File: config.mk
export PLATFORM = sky130hd
export DESIGN_NAME = xorshift64star_range_generator
export DESIGN_NICKNAME = d
export VERILOG_FILES = /design/src/rtl/xrg_pkg.sv /design/src/rtl/xorshift64star_range_generator.sv
export SDC_FILE = /design/constraint.sdc
export NUM_CORES = 2
export LEC_CHECK = 0
export BUFFER_PORTS_ARGS = -buffer_cell sky130_fd_sc_hd__clkbuf_2
export CAP_MARGIN = 20
export CORE_MARGIN = 2
export CORE_UTILIZATION = 55
export CTS_CLUSTER_DIAMETER = 120
export DETAILED_ROUTE_END_ITERATION = 8
export GPL_ROUTABILITY_DRIVEN = 0
export PLACE_DENSITY_LB_ADDON = 0.12
export SETUP_SLACK_MARGIN = 0.4
export SYNTH_ARGS = -nofsm -noshare
export SYNTH_HDL_FRONTEND = slang
export SYNTH_SLANG_ARGS = --single-unit
File: constraint.sdc
create_clock -name clk -period 10.6 [get_ports clk]
set_input_delay 0.53 -clock clk [delete_from_list [all_inputs] [get_ports clk]]
set_output_delay 0.53 -clock clk [all_outputs]
set_load 0.01 [all_outputs]
File: src/rtl/xrg_pkg.sv
`timescale 1ns / 1ps
`default_nettype none

package xrg_pkg;

	localparam int VALUE_WIDTH = 32;

	localparam int SHIFT_A = 12;
	localparam int SHIFT_B = 25;
	localparam int SHIFT_C = 27;

	localparam logic [63:0] STAR_MULT = 64'd2685821657736338717;
	localparam logic [63:0] ZERO_SEED_SUBST = 64'h9E37_79B9_7F4A_7C15;
	localparam logic [63:0] SEED_RESET = 64'd1;

	localparam logic signed [VALUE_WIDTH-1:0] PCT_TOP = VALUE_WIDTH'(99);
	localparam logic [VALUE_WIDTH:0] PCT_SPAN = (VALUE_WIDTH + 1)'(100);

	localparam logic [1:0] CMD_RANGE = 2'd0;
	localparam logic [1:0] CMD_PERCENT = 2'd1;
	localparam logic [1:0] CMD_EXCL = 2'd2;

	localparam int DIV_STEPS = 64;
	localparam int DIV_CNT_W = $clog2(DIV_STEPS);

endpackage

`default_nettype wire

File: src/rtl/xorshift64star_range_generator.sv
`timescale 1ns / 1ps
`default_nettype none

// Channel   Signals                                         Direction
// req       req_valid/req_ready, command, value_a, value_b  in
// rsp       rsp_valid/rsp_ready, drawn_value, chance_hit,   out
//           state_word
// seed      seed_wr_en, seed_value                          in, write only
//
// A request that draws goes from transfer to result through a decode step,
// the shared 32x32 multiplier, the one-bit-per-cycle restoring divider and
// a step that forms the result, then back to idle before the next req
// transfer. A request without a draw goes from decode straight to forming
// its result. Reset loads the state with 1. A stalled rsp holds the finished
// request in its last step and keeps req_ready low.

module xorshift64star_range_generator
	import xrg_pkg::*;
(
	input  wire logic        clk,
	input  wire logic        arst_n,
	input  wire logic        seed_wr_en,
	input  wire logic [63:0] seed_value,
	input  wire logic        req_valid,
	output logic             req_ready,
	input  wire logic [1:0]  command,
	input  wire logic [31:0] value_a,
	input  wire logic [31:0] value_b,
	output logic             rsp_valid,
	input  wire logic        rsp_ready,
	output logic [31:0]      drawn_value,
	output logic             chance_hit,
	output logic [63:0]      state_word
);

	localparam int VW = VALUE_WIDTH;

	localparam logic [2:0] ST_IDLE = 3'd0;
	localparam logic [2:0] ST_DEC  = 3'd1;
	localparam logic [2:0] ST_MUL  = 3'd2;
	localparam logic [2:0] ST_DIV  = 3'd3;
	localparam logic [2:0] ST_FIN  = 3'd4;

	logic [2:0] st_q;
	logic [63:0] gen_q;
	logic [1:0] cmd_q;
	logic signed [VW-1:0] a_q, b_q, lo_q, val_q, res_val_q;
	logic hit_q, res_hit_q, drew_q, rsp_valid_q;
	logic [VW:0] div_q, rem_q;
	logic [1:0] mul_cnt_q;
	logic [DIV_CNT_W-1:0] div_cnt_q;
	logic [63:0] acc_q, prod_q, res_state_q;

	logic [63:0] xs1, xs2, xs3;
	logic [31:0] mul_a, mul_b;
	logic [63:0] prod_w;
	logic signed [VW-1:0] lo_w, hi_w;
	logic [VW:0] span_w, trial_w;
	logic out_free;
	logic draw_w;

	assign xs1 = gen_q ^ (gen_q >> SHIFT_A);
	assign xs2 = xs1 ^ (xs1 << SHIFT_B);
	assign xs3 = xs2 ^ (xs2 >> SHIFT_C);

	assign mul_a = (mul_cnt_q == 2'd1) ? gen_q[63:32] : gen_q[31:0];
	assign mul_b = (mul_cnt_q == 2'd2) ? STAR_MULT[63:32] : STAR_MULT[31:0];
	assign prod_w = 64'(mul_a) * 64'(mul_b);

	assign lo_w = (a_q < b_q) ? a_q : b_q;
	assign hi_w = (a_q < b_q) ? b_q : a_q;
	assign span_w = {hi_w[VW-1], hi_w} - {lo_w[VW-1], lo_w} + (VW + 1)'(1);

	assign draw_w = (cmd_q == CMD_RANGE) ? (a_q != b_q) :
			(cmd_q == CMD_PERCENT) ? ((a_q > VW'(0)) && !(a_q > PCT_TOP)) :
			(cmd_q == CMD_EXCL) ? (a_q > VW'(1)) : 1'b0;

	assign trial_w = {rem_q[VW-1:0], acc_q[63]};

	assign out_free = !rsp_valid_q || rsp_ready;

	assign req_ready = (st_q == ST_IDLE);
	assign rsp_valid = rsp_valid_q;
	assign drawn_value = 32'(res_val_q);
	assign chance_hit = res_hit_q;
	assign state_word = res_state_q;

	always_ff @(posedge clk or negedge arst_n) begin
		if (!arst_n) begin
			st_q <= ST_IDLE;
			gen_q <= SEED_RESET;
			rsp_valid_q <= 1'b0;
			mul_cnt_q <= '0;
			div_cnt_q <= '0;
		end else begin
			if (rsp_valid_q && rsp_ready) begin
				rsp_valid_q <= 1'b0;
			end
			if (seed_wr_en) begin
				gen_q <= (seed_value == 64'd0) ? ZERO_SEED_SUBST : seed_value;
			end
			case (st_q)
				ST_IDLE: begin
					if (req_valid) begin
						st_q <= ST_DEC;
					end
				end
				ST_DEC: begin
					if (draw_w) begin
						gen_q <= xs3;
						mul_cnt_q <= '0;
						st_q <= ST_MUL;
					end else begin
						st_q <= ST_FIN;
					end
				end
				ST_MUL: begin
					mul_cnt_q <= mul_cnt_q + 2'd1;
					if (mul_cnt_q == 2'd3) begin
						div_cnt_q <= '0;
						st_q <= ST_DIV;
					end
				end
				ST_DIV: begin
					div_cnt_q <= div_cnt_q + DIV_CNT_W'(1);
					if (div_cnt_q == DIV_CNT_W'(DIV_STEPS - 1)) begin
						st_q <= ST_FIN;
					end
				end
				ST_FIN: begin
					if (out_free) begin
						rsp_valid_q <= 1'b1;
						st_q <= ST_IDLE;
					end
				end
				default: begin
					st_q <= ST_IDLE;
				end
			endcase
		end
	end

	always_ff @(posedge clk) begin
		case (st_q)
			ST_IDLE: begin
				if (req_valid) begin
					cmd_q <= command;
					a_q <= value_a[VW-1:0];
					b_q <= value_b[VW-1:0];
					drew_q <= 1'b0;
				end
			end
			ST_DEC: begin
				val_q <= '0;
				hit_q <= 1'b0;
				lo_q <= lo_w;
				rem_q <= '0;
				drew_q <= 1'b0;
				case (cmd_q)
					CMD_RANGE: begin
						if (a_q == b_q) begin
							val_q <= a_q;
						end else begin
							div_q <= span_w;
							drew_q <= 1'b1;
						end
					end
					CMD_PERCENT: begin
						if (a_q > PCT_TOP) begin
							hit_q <= 1'b1;
						end else if (a_q > VW'(0)) begin
							div_q <= PCT_SPAN;
							drew_q <= 1'b1;
						end
					end
					CMD_EXCL: begin
						if (a_q > VW'(1)) begin
							div_q <= {1'b0, a_q};
							drew_q <= 1'b1;
						end
					end
					default: begin
						drew_q <= 1'b0;
					end
				endcase
			end
			ST_MUL: begin
				prod_q <= prod_w;
				case (mul_cnt_q)
					2'd1: acc_q <= prod_q;
					2'd2, 2'd3: acc_q[63:32] <= acc_q[63:32] + prod_q[31:0];
					default: acc_q <= acc_q;
				endcase
			end
			ST_DIV: begin
				acc_q <= {acc_q[62:0], 1'b0};
				if (trial_w >= div_q) begin
					rem_q <= trial_w - div_q;
				end else begin
					rem_q <= trial_w;
				end
			end
			ST_FIN: begin
				if (out_free) begin
					res_state_q <= gen_q;
					res_val_q <= val_q;
					res_hit_q <= hit_q;
					if (drew_q) begin
						case (cmd_q)
							CMD_RANGE: res_val_q <= rem_q[VW-1:0] + lo_q;
							CMD_PERCENT: res_hit_q <= (rem_q < {1'b0, a_q});
							CMD_EXCL: res_val_q <= rem_q[VW-1:0];
							default: res_val_q <= val_q;
						endcase
					end
				end
			end
			default: begin
				drew_q <= 1'b0;
			end
		endcase
	end

endmodule

`default_nettype wire
## Word level (Yosys, flattened, before mapping)

Index checks and enable logic that the tools add are counted.

- Bits in registers: 499
- Input bits: 135
- Output and inout port bits: 99
- Logic and storage cells: 131

- Add/sub/neg operators: 7
- Multiply operators: 1
- $lt $le $gt $ge: 6
- Eq/ne operators: 23
- Multiplexer cells: 46
- Bitwise operators: 4
- Reduce and logical (&&, ||, !) cells: 24

Operators with widths:

| kind | number |
|---|---|
| 64-bit 2-to-1 mux | 4 |
| 33-bit 2-to-1 mux | 5 |
| 32-bit 2-to-1 mux | 5 |
| 32-bit case mux with 2 select lines | 2 |
| 64-bit case mux with 2 select lines | 1 |
| 33-bit case mux with 3 select lines | 1 |
| 33-bit case mux with 2 select lines | 1 |
| 32-bit adder | 2 |
| 64-bit zero test | 1 |
| 64-bit by 37-bit XOR with 64-bit output | 1 |
| 64-bit by 52-bit XOR with 64-bit output | 1 |
| 64-bit XOR | 1 |
| 32-bit by 31-bit multiplier with 63-bit output | 1 |
| 33-bit by 1-bit adder with 33-bit output, second input constant | 1 |
| 33-bit greater-or-equal comparator | 1 |
| 33-bit by 32-bit less-than comparator with 1-bit output | 1 |
| 32-bit by 32-bit subtractor with 33-bit output | 1 |
| 33-bit subtractor | 1 |
| 32-bit equality test | 1 |
| 32-bit by 1-bit > comparator with 1-bit output, second input constant | 1 |
| 32-bit by 2-bit > comparator with 1-bit output, second input constant | 1 |
| 32-bit by 8-bit > comparator with 1-bit output, second input constant | 1 |
| 32-bit less-than comparator | 1 |
| 32-bit != test | 1 |
| other kinds (33) | 74 |

## Depth between registers and ports, before layout

- Depth in word-level cells: 7
- Mapped depth: 38
- Gate-level depth less buffers: 36

## Worst setup path after synthesis

Ideal clock, no wire load.

- Path type: flip-flop to flip-flop
- Start point: reg st_q[0]
- End point: reg div_q[0] (enable)
- Setup time: 0.506 ns
- Arrival: 9.041 ns
- Data required time: 10.094 ns
- Path slack: 1.053 ns
- Stages on the path, launching flop included: 6
- Path buffers: 1
- Clock period less this slack: 9.547 ns
- Cell sequence: dfrtp_1 clkbuf_1 inv_1 nor3_1 inv_1 nor4_1

- Word-level cells in the longest chain between the ends: 2

Ends and longest elaborated chain:

| what | RTL line | source |
|---|---|---|
| start: declaration | xorshift64star_range_generator.sv:44 | `logic [2:0] st_q;` |
| start signal: assignment | xorshift64star_range_generator.sv:90 | `st_q <= ST_IDLE;` |
| start signal: assignment | xorshift64star_range_generator.sv:105 | `st_q <= ST_DEC;` |
| start signal: assignment | xorshift64star_range_generator.sv:112 | `st_q <= ST_MUL;` |
| 3-bit by 1-bit equality test with 1-bit output | xorshift64star_range_generator.sv:144 | `case (st_q)` |
| 6-bit AND reduction (no line) | - |  |
| end signal: assignment | xorshift64star_range_generator.sv:164 | `div_q <= span_w;` |
| end signal: assignment | xorshift64star_range_generator.sv:178 | `div_q <= {1'b0, a_q};` |
| end: declaration | xorshift64star_range_generator.sv:49 | `logic [VW:0] div_q, rem_q;` |

Every way passes these cells.
A chain may end at the register's enable or synchronous reset.

## Worst setup path after layout

- Start point: reg mul_cnt_q[1]
- End point: reg prod_q[62], data pin

- Word-level cells in the longest chain between the ends: 3
- Elaborated cells on any way between the ends: 5
- Classes of those cells: 1 x mul; 2 x eq/ne; 2 x mux

Ends and longest elaborated chain:

| what | RTL line | source |
|---|---|---|
| start: declaration | xorshift64star_range_generator.sv:50 | `logic [1:0] mul_cnt_q;` |
| start signal: assignment | xorshift64star_range_generator.sv:118 | `mul_cnt_q <= mul_cnt_q + 2'd1;` |
| 2-bit by 1-bit equality test with 1-bit output or 2-bit equality test (tied branches) | xorshift64star_range_generator.sv:66, xorshift64star_range_generator.sv:67 |  |
| 32-bit 2-to-1 mux or 31-bit 2-to-1 mux (tied branches) | xorshift64star_range_generator.sv:66, xorshift64star_range_generator.sv:67 |  |
| 32-bit by 31-bit multiplier with 63-bit output (*) | xorshift64star_range_generator.sv:68 | `assign prod_w = 64'(mul_a) * 64'(mul_b);` |
| named net prod_w[62] | xorshift64star_range_generator.sv:56 | `logic [63:0] prod_w;` |
| end signal: assignment | xorshift64star_range_generator.sv:188 | `prod_q <= prod_w;` |
| end: declaration | xorshift64star_range_generator.sv:52 | `logic [63:0] acc_q, prod_q, res_state_q;` |

The timed path passes the listed nets; every way through them passes the cells marked *.

==> qor.csv <==
metric,value,unit
Clock Skews,0.0482,ns
Crit Path Class,reg -> reg,
n_diodes,0,
largest net degree at the start of global routing,79,
CTS Buf Count,57,
Initial DRT Pass Iterations,6,
clk_lat worst skew,0.68,ns
Final Setup Violations,0,
DR WL/cell,22.3,µm
Main synth FF type,edfxtp_1,
unrepaired setup endpoints after global routing,false,
max_slew headroom,0.263,
Initial Utilization,0.553,
post-synthesis register bit count,498,
DRC,0,
die area,99400,µm²
CP Capture Type,flop,
Cell variety after synth,87,
"Async S/R FF share, synth",0.153,
Die W,315,µm
H-tree levels,2,
Synth area leader,edfxtp_1,
via count,40400,
die height,315,µm
register clock-pin slew on the reported worst setup and hold paths,0.07,ns
Mapped Avg Cell Area,9.81,µm²
initial DRC count,4189,
post-synthesis cell count,5436,
Arrival @ worst endpoint,10.10,ns
Core Region,96400,µm²
Boundary Pins,234,
Max Clock Freq,103,MHz
number of flops mapped to enable cells by yosys,422,
synth top area cells,"edfxtp_1 24%, fa_1 22%, ha_1 14%, inv_1 7.0%, xnor2_1 3.9%",
drt via density,5.79,
port bufs,233,
max incr delay on CP,0.82,ns
Synth Warn #,0,
antenna violations before repair,1,
CP startpoint kind,flop,
Worst R2R Path Depth,30,
CTS Root Cell,clkbuf_16,
Worst Tran Pin Value,1.09,ns
CTS tree,done,
CTS sink cnt,498,
Tightest Hold Check Type,in -> reg,
post-route ant nets,0,
final hold vios,0,
final period utilization,0.918,
WP data required,10.97,ns
top cell type's share of synthesized area,0.238,
Longest Clk Path Bufs,3,
Post-Syn Area,53300,µm²
Max Cap Viol,0,
Fin Setup TNS,0,ns
synth-to-layout area growth,9.33,%
status,completed,
CP max stage cell,mux2i_1,
CP Max Fanout,31,
remaining global-route overflow,0,
Final Slew Violations,0,
global-route wire length before repair,239000,µm
row count,114,
HPWL reported at the end of detailed placement,127000,µm
GR Util All Layers,0.317,
Period minus WS final,9.73,ns
share of cells above drive strength 1,0.0835,
setup bufs post-CTS,0,
NumNets Final,6952,
Hold Path Cell Cnt,1,
Routed WL,156000,µm
register area share after synthesis,0.273,
number of global-route vias before repair,40100,
==> placed cells by master, fill, tap and decap left out, types with 75 or more instances in the layout <==
cell type and count:
inv_1 987, fa_1 581, ha_1 578, nand2_1 445, edfxtp_1 422, a21oi_1 315
o21ai_0 299, nor2_1 241, xnor2_1 237, clkbuf_2 232, xor2_1 109, a21o_1 106
nand3_1 101, nor3_1 78, dfrtp_1 75
==> registers in the layout, summed over array words and instances, names as in the netlist <==
name         count
a_q             32
acc_q           64
b_q             32
chance_hit       1
cmd_q            2
div_cnt_q        6
div_q           33
drawn_value     32
drew_q           1
gen_q           64
hit_q            1
lo_q            32
mul_cnt_q        2
prod_q          63
rem_q           33
rsp_valid        1
st_q             3
state_word      64
val_q           32
==> cell usage after synthesis, types with 9 or more instances <==
master    instances
inv_1           988
ha_1            582
fa_1            581
nand2_1         446
edfxtp_1        422
a21oi_1         316
o21ai_0         301
nor2_1          245
xnor2_1         237
clkbuf_1        147
xor2_1          109
a21o_1          106
nand3_1         101
nor3_1           79
dfrtp_1          75
nand2b_1         46
nor2b_1          44
o21bai_1         39
nand4_1          33
or3_1            33
mux2i_1          32
o21a_1           31
a211oi_1         30
and3_1           30
nor4_1           29
a22o_1           28
a31oi_1          26
buf_1            26
o31ai_1          21
or2_2            21
o221ai_1         19
a211o_1          18
o21ai_1          17
a22oi_1          15
and2_1           14
o211ai_1         12
and4_1            9
==> per-stage QoR <==
step | utilization | setup slack, ns | instances | area (µm²) | hold slack [ns]
after global placement | 0.582 | 1.07 | 6856 | 56100 | 0.350
final | 0.604 | 0.869 | 6978 | 58300 | 0.0210
after floorplan | - | 1.05 | 5458 | 53400 | 0.234
after global routing | 0.604 | 0.451 | 6978 | 58300 | 0.00792
after CTS | 0.604 | 0.885 | 6977 | 58300 | 0.00105
after detailed placement | 0.582 | 0.909 | 6856 | 56100 | 0.351
==> per-layer routing <==
| layer | vias up | track usage | routed length [µm] |
|---|---|---|---|
| met5 | - | 0 | 0 |
| met1 | 19900 | 0.462 | 67100 |
| met2 | 1709 | 0.474 | 67600 |
| met4 | 0 | 0.0992 | 5550 |
| li1 | 18600 | - | - |
| met3 | 262 | 0.0693 | 15400 |
==> cell families (layout without fill, tap and decap cells) <==
family / count (synthesis) / in the layout / synth area share
and+or+nand+nor: 1146 / 1146 / 0.0987
muxes: 36 / 36 / 0.00685
AOI/OAI and AO/OA: 1069 / 1069 / 0.126
xor gates and xnor gates: 346 / 346 / 0.0568
adders and majority gates: 1163 / 1163 / 0.355
buffers and inverters: 1176 / 1420 / 0.0832
other: 2 / 24 / 0.000141
DFF: 498 / 498 / 0.273
==> worst paths after layout <==
path | endpoint | startpoint | slack, ns
worst max-delay path | prod_q[62]$_DFFE_PP_ | mul_cnt_q[1]$_DFFE_PN0P_ | 0.87
max in group asynchronous | gen_q[44]$_DFF_PN0_ | arst_n | 9.19
worst min-delay path | a_q[30]$_DFFE_PP_ | value_a[30] | 0.02
min in group asynchronous | st_q[1]$_DFFE_PN0P_ | arst_n | 0.22
worst max register to register | prod_q[62]$_DFFE_PP_ | mul_cnt_q[1]$_DFFE_PN0P_ | 0.87
worst min register to register | acc_q[3]$_DFFE_PP_ | acc_q[2]$_DFFE_PP_ | 0.49
==> cell type report <==
cell class | count | area (µm²)
inverters | 993 | 3730
clock buffers | 68 | 1540
clock inverters | 39 | 479
well taps | 1276 | 1600
fillers | 8274 | 38100
flip-flops and latches | 498 | 14600
multi-input cells | 3784 | 34500
repair buffers | 320 | 1880
==> critical path, delay by kind of cell, from the launching register on <==
family                   cells  cell delay, ns
multiplexers                 1            0.82
buffers and inverters        7            0.96
AO/OA/AOI/OAI                8            1.40
adder cells (fa/ha/maj)     10            5.00
XOR/XNOR                     1            0.08
flip-flops                   1            0.41
AND/OR/NAND/NOR              3            0.76
==> timing repair <==
item	CTS	global route
hold endpoints to repair	19	0
setup endpoints to repair	0	2
resized for setup	0	1
hold buffers	14	0
Power is left out: the tool's default activity adds up to more than one toggle a clock period on the data nets, which glitch-free logic cannot reach.
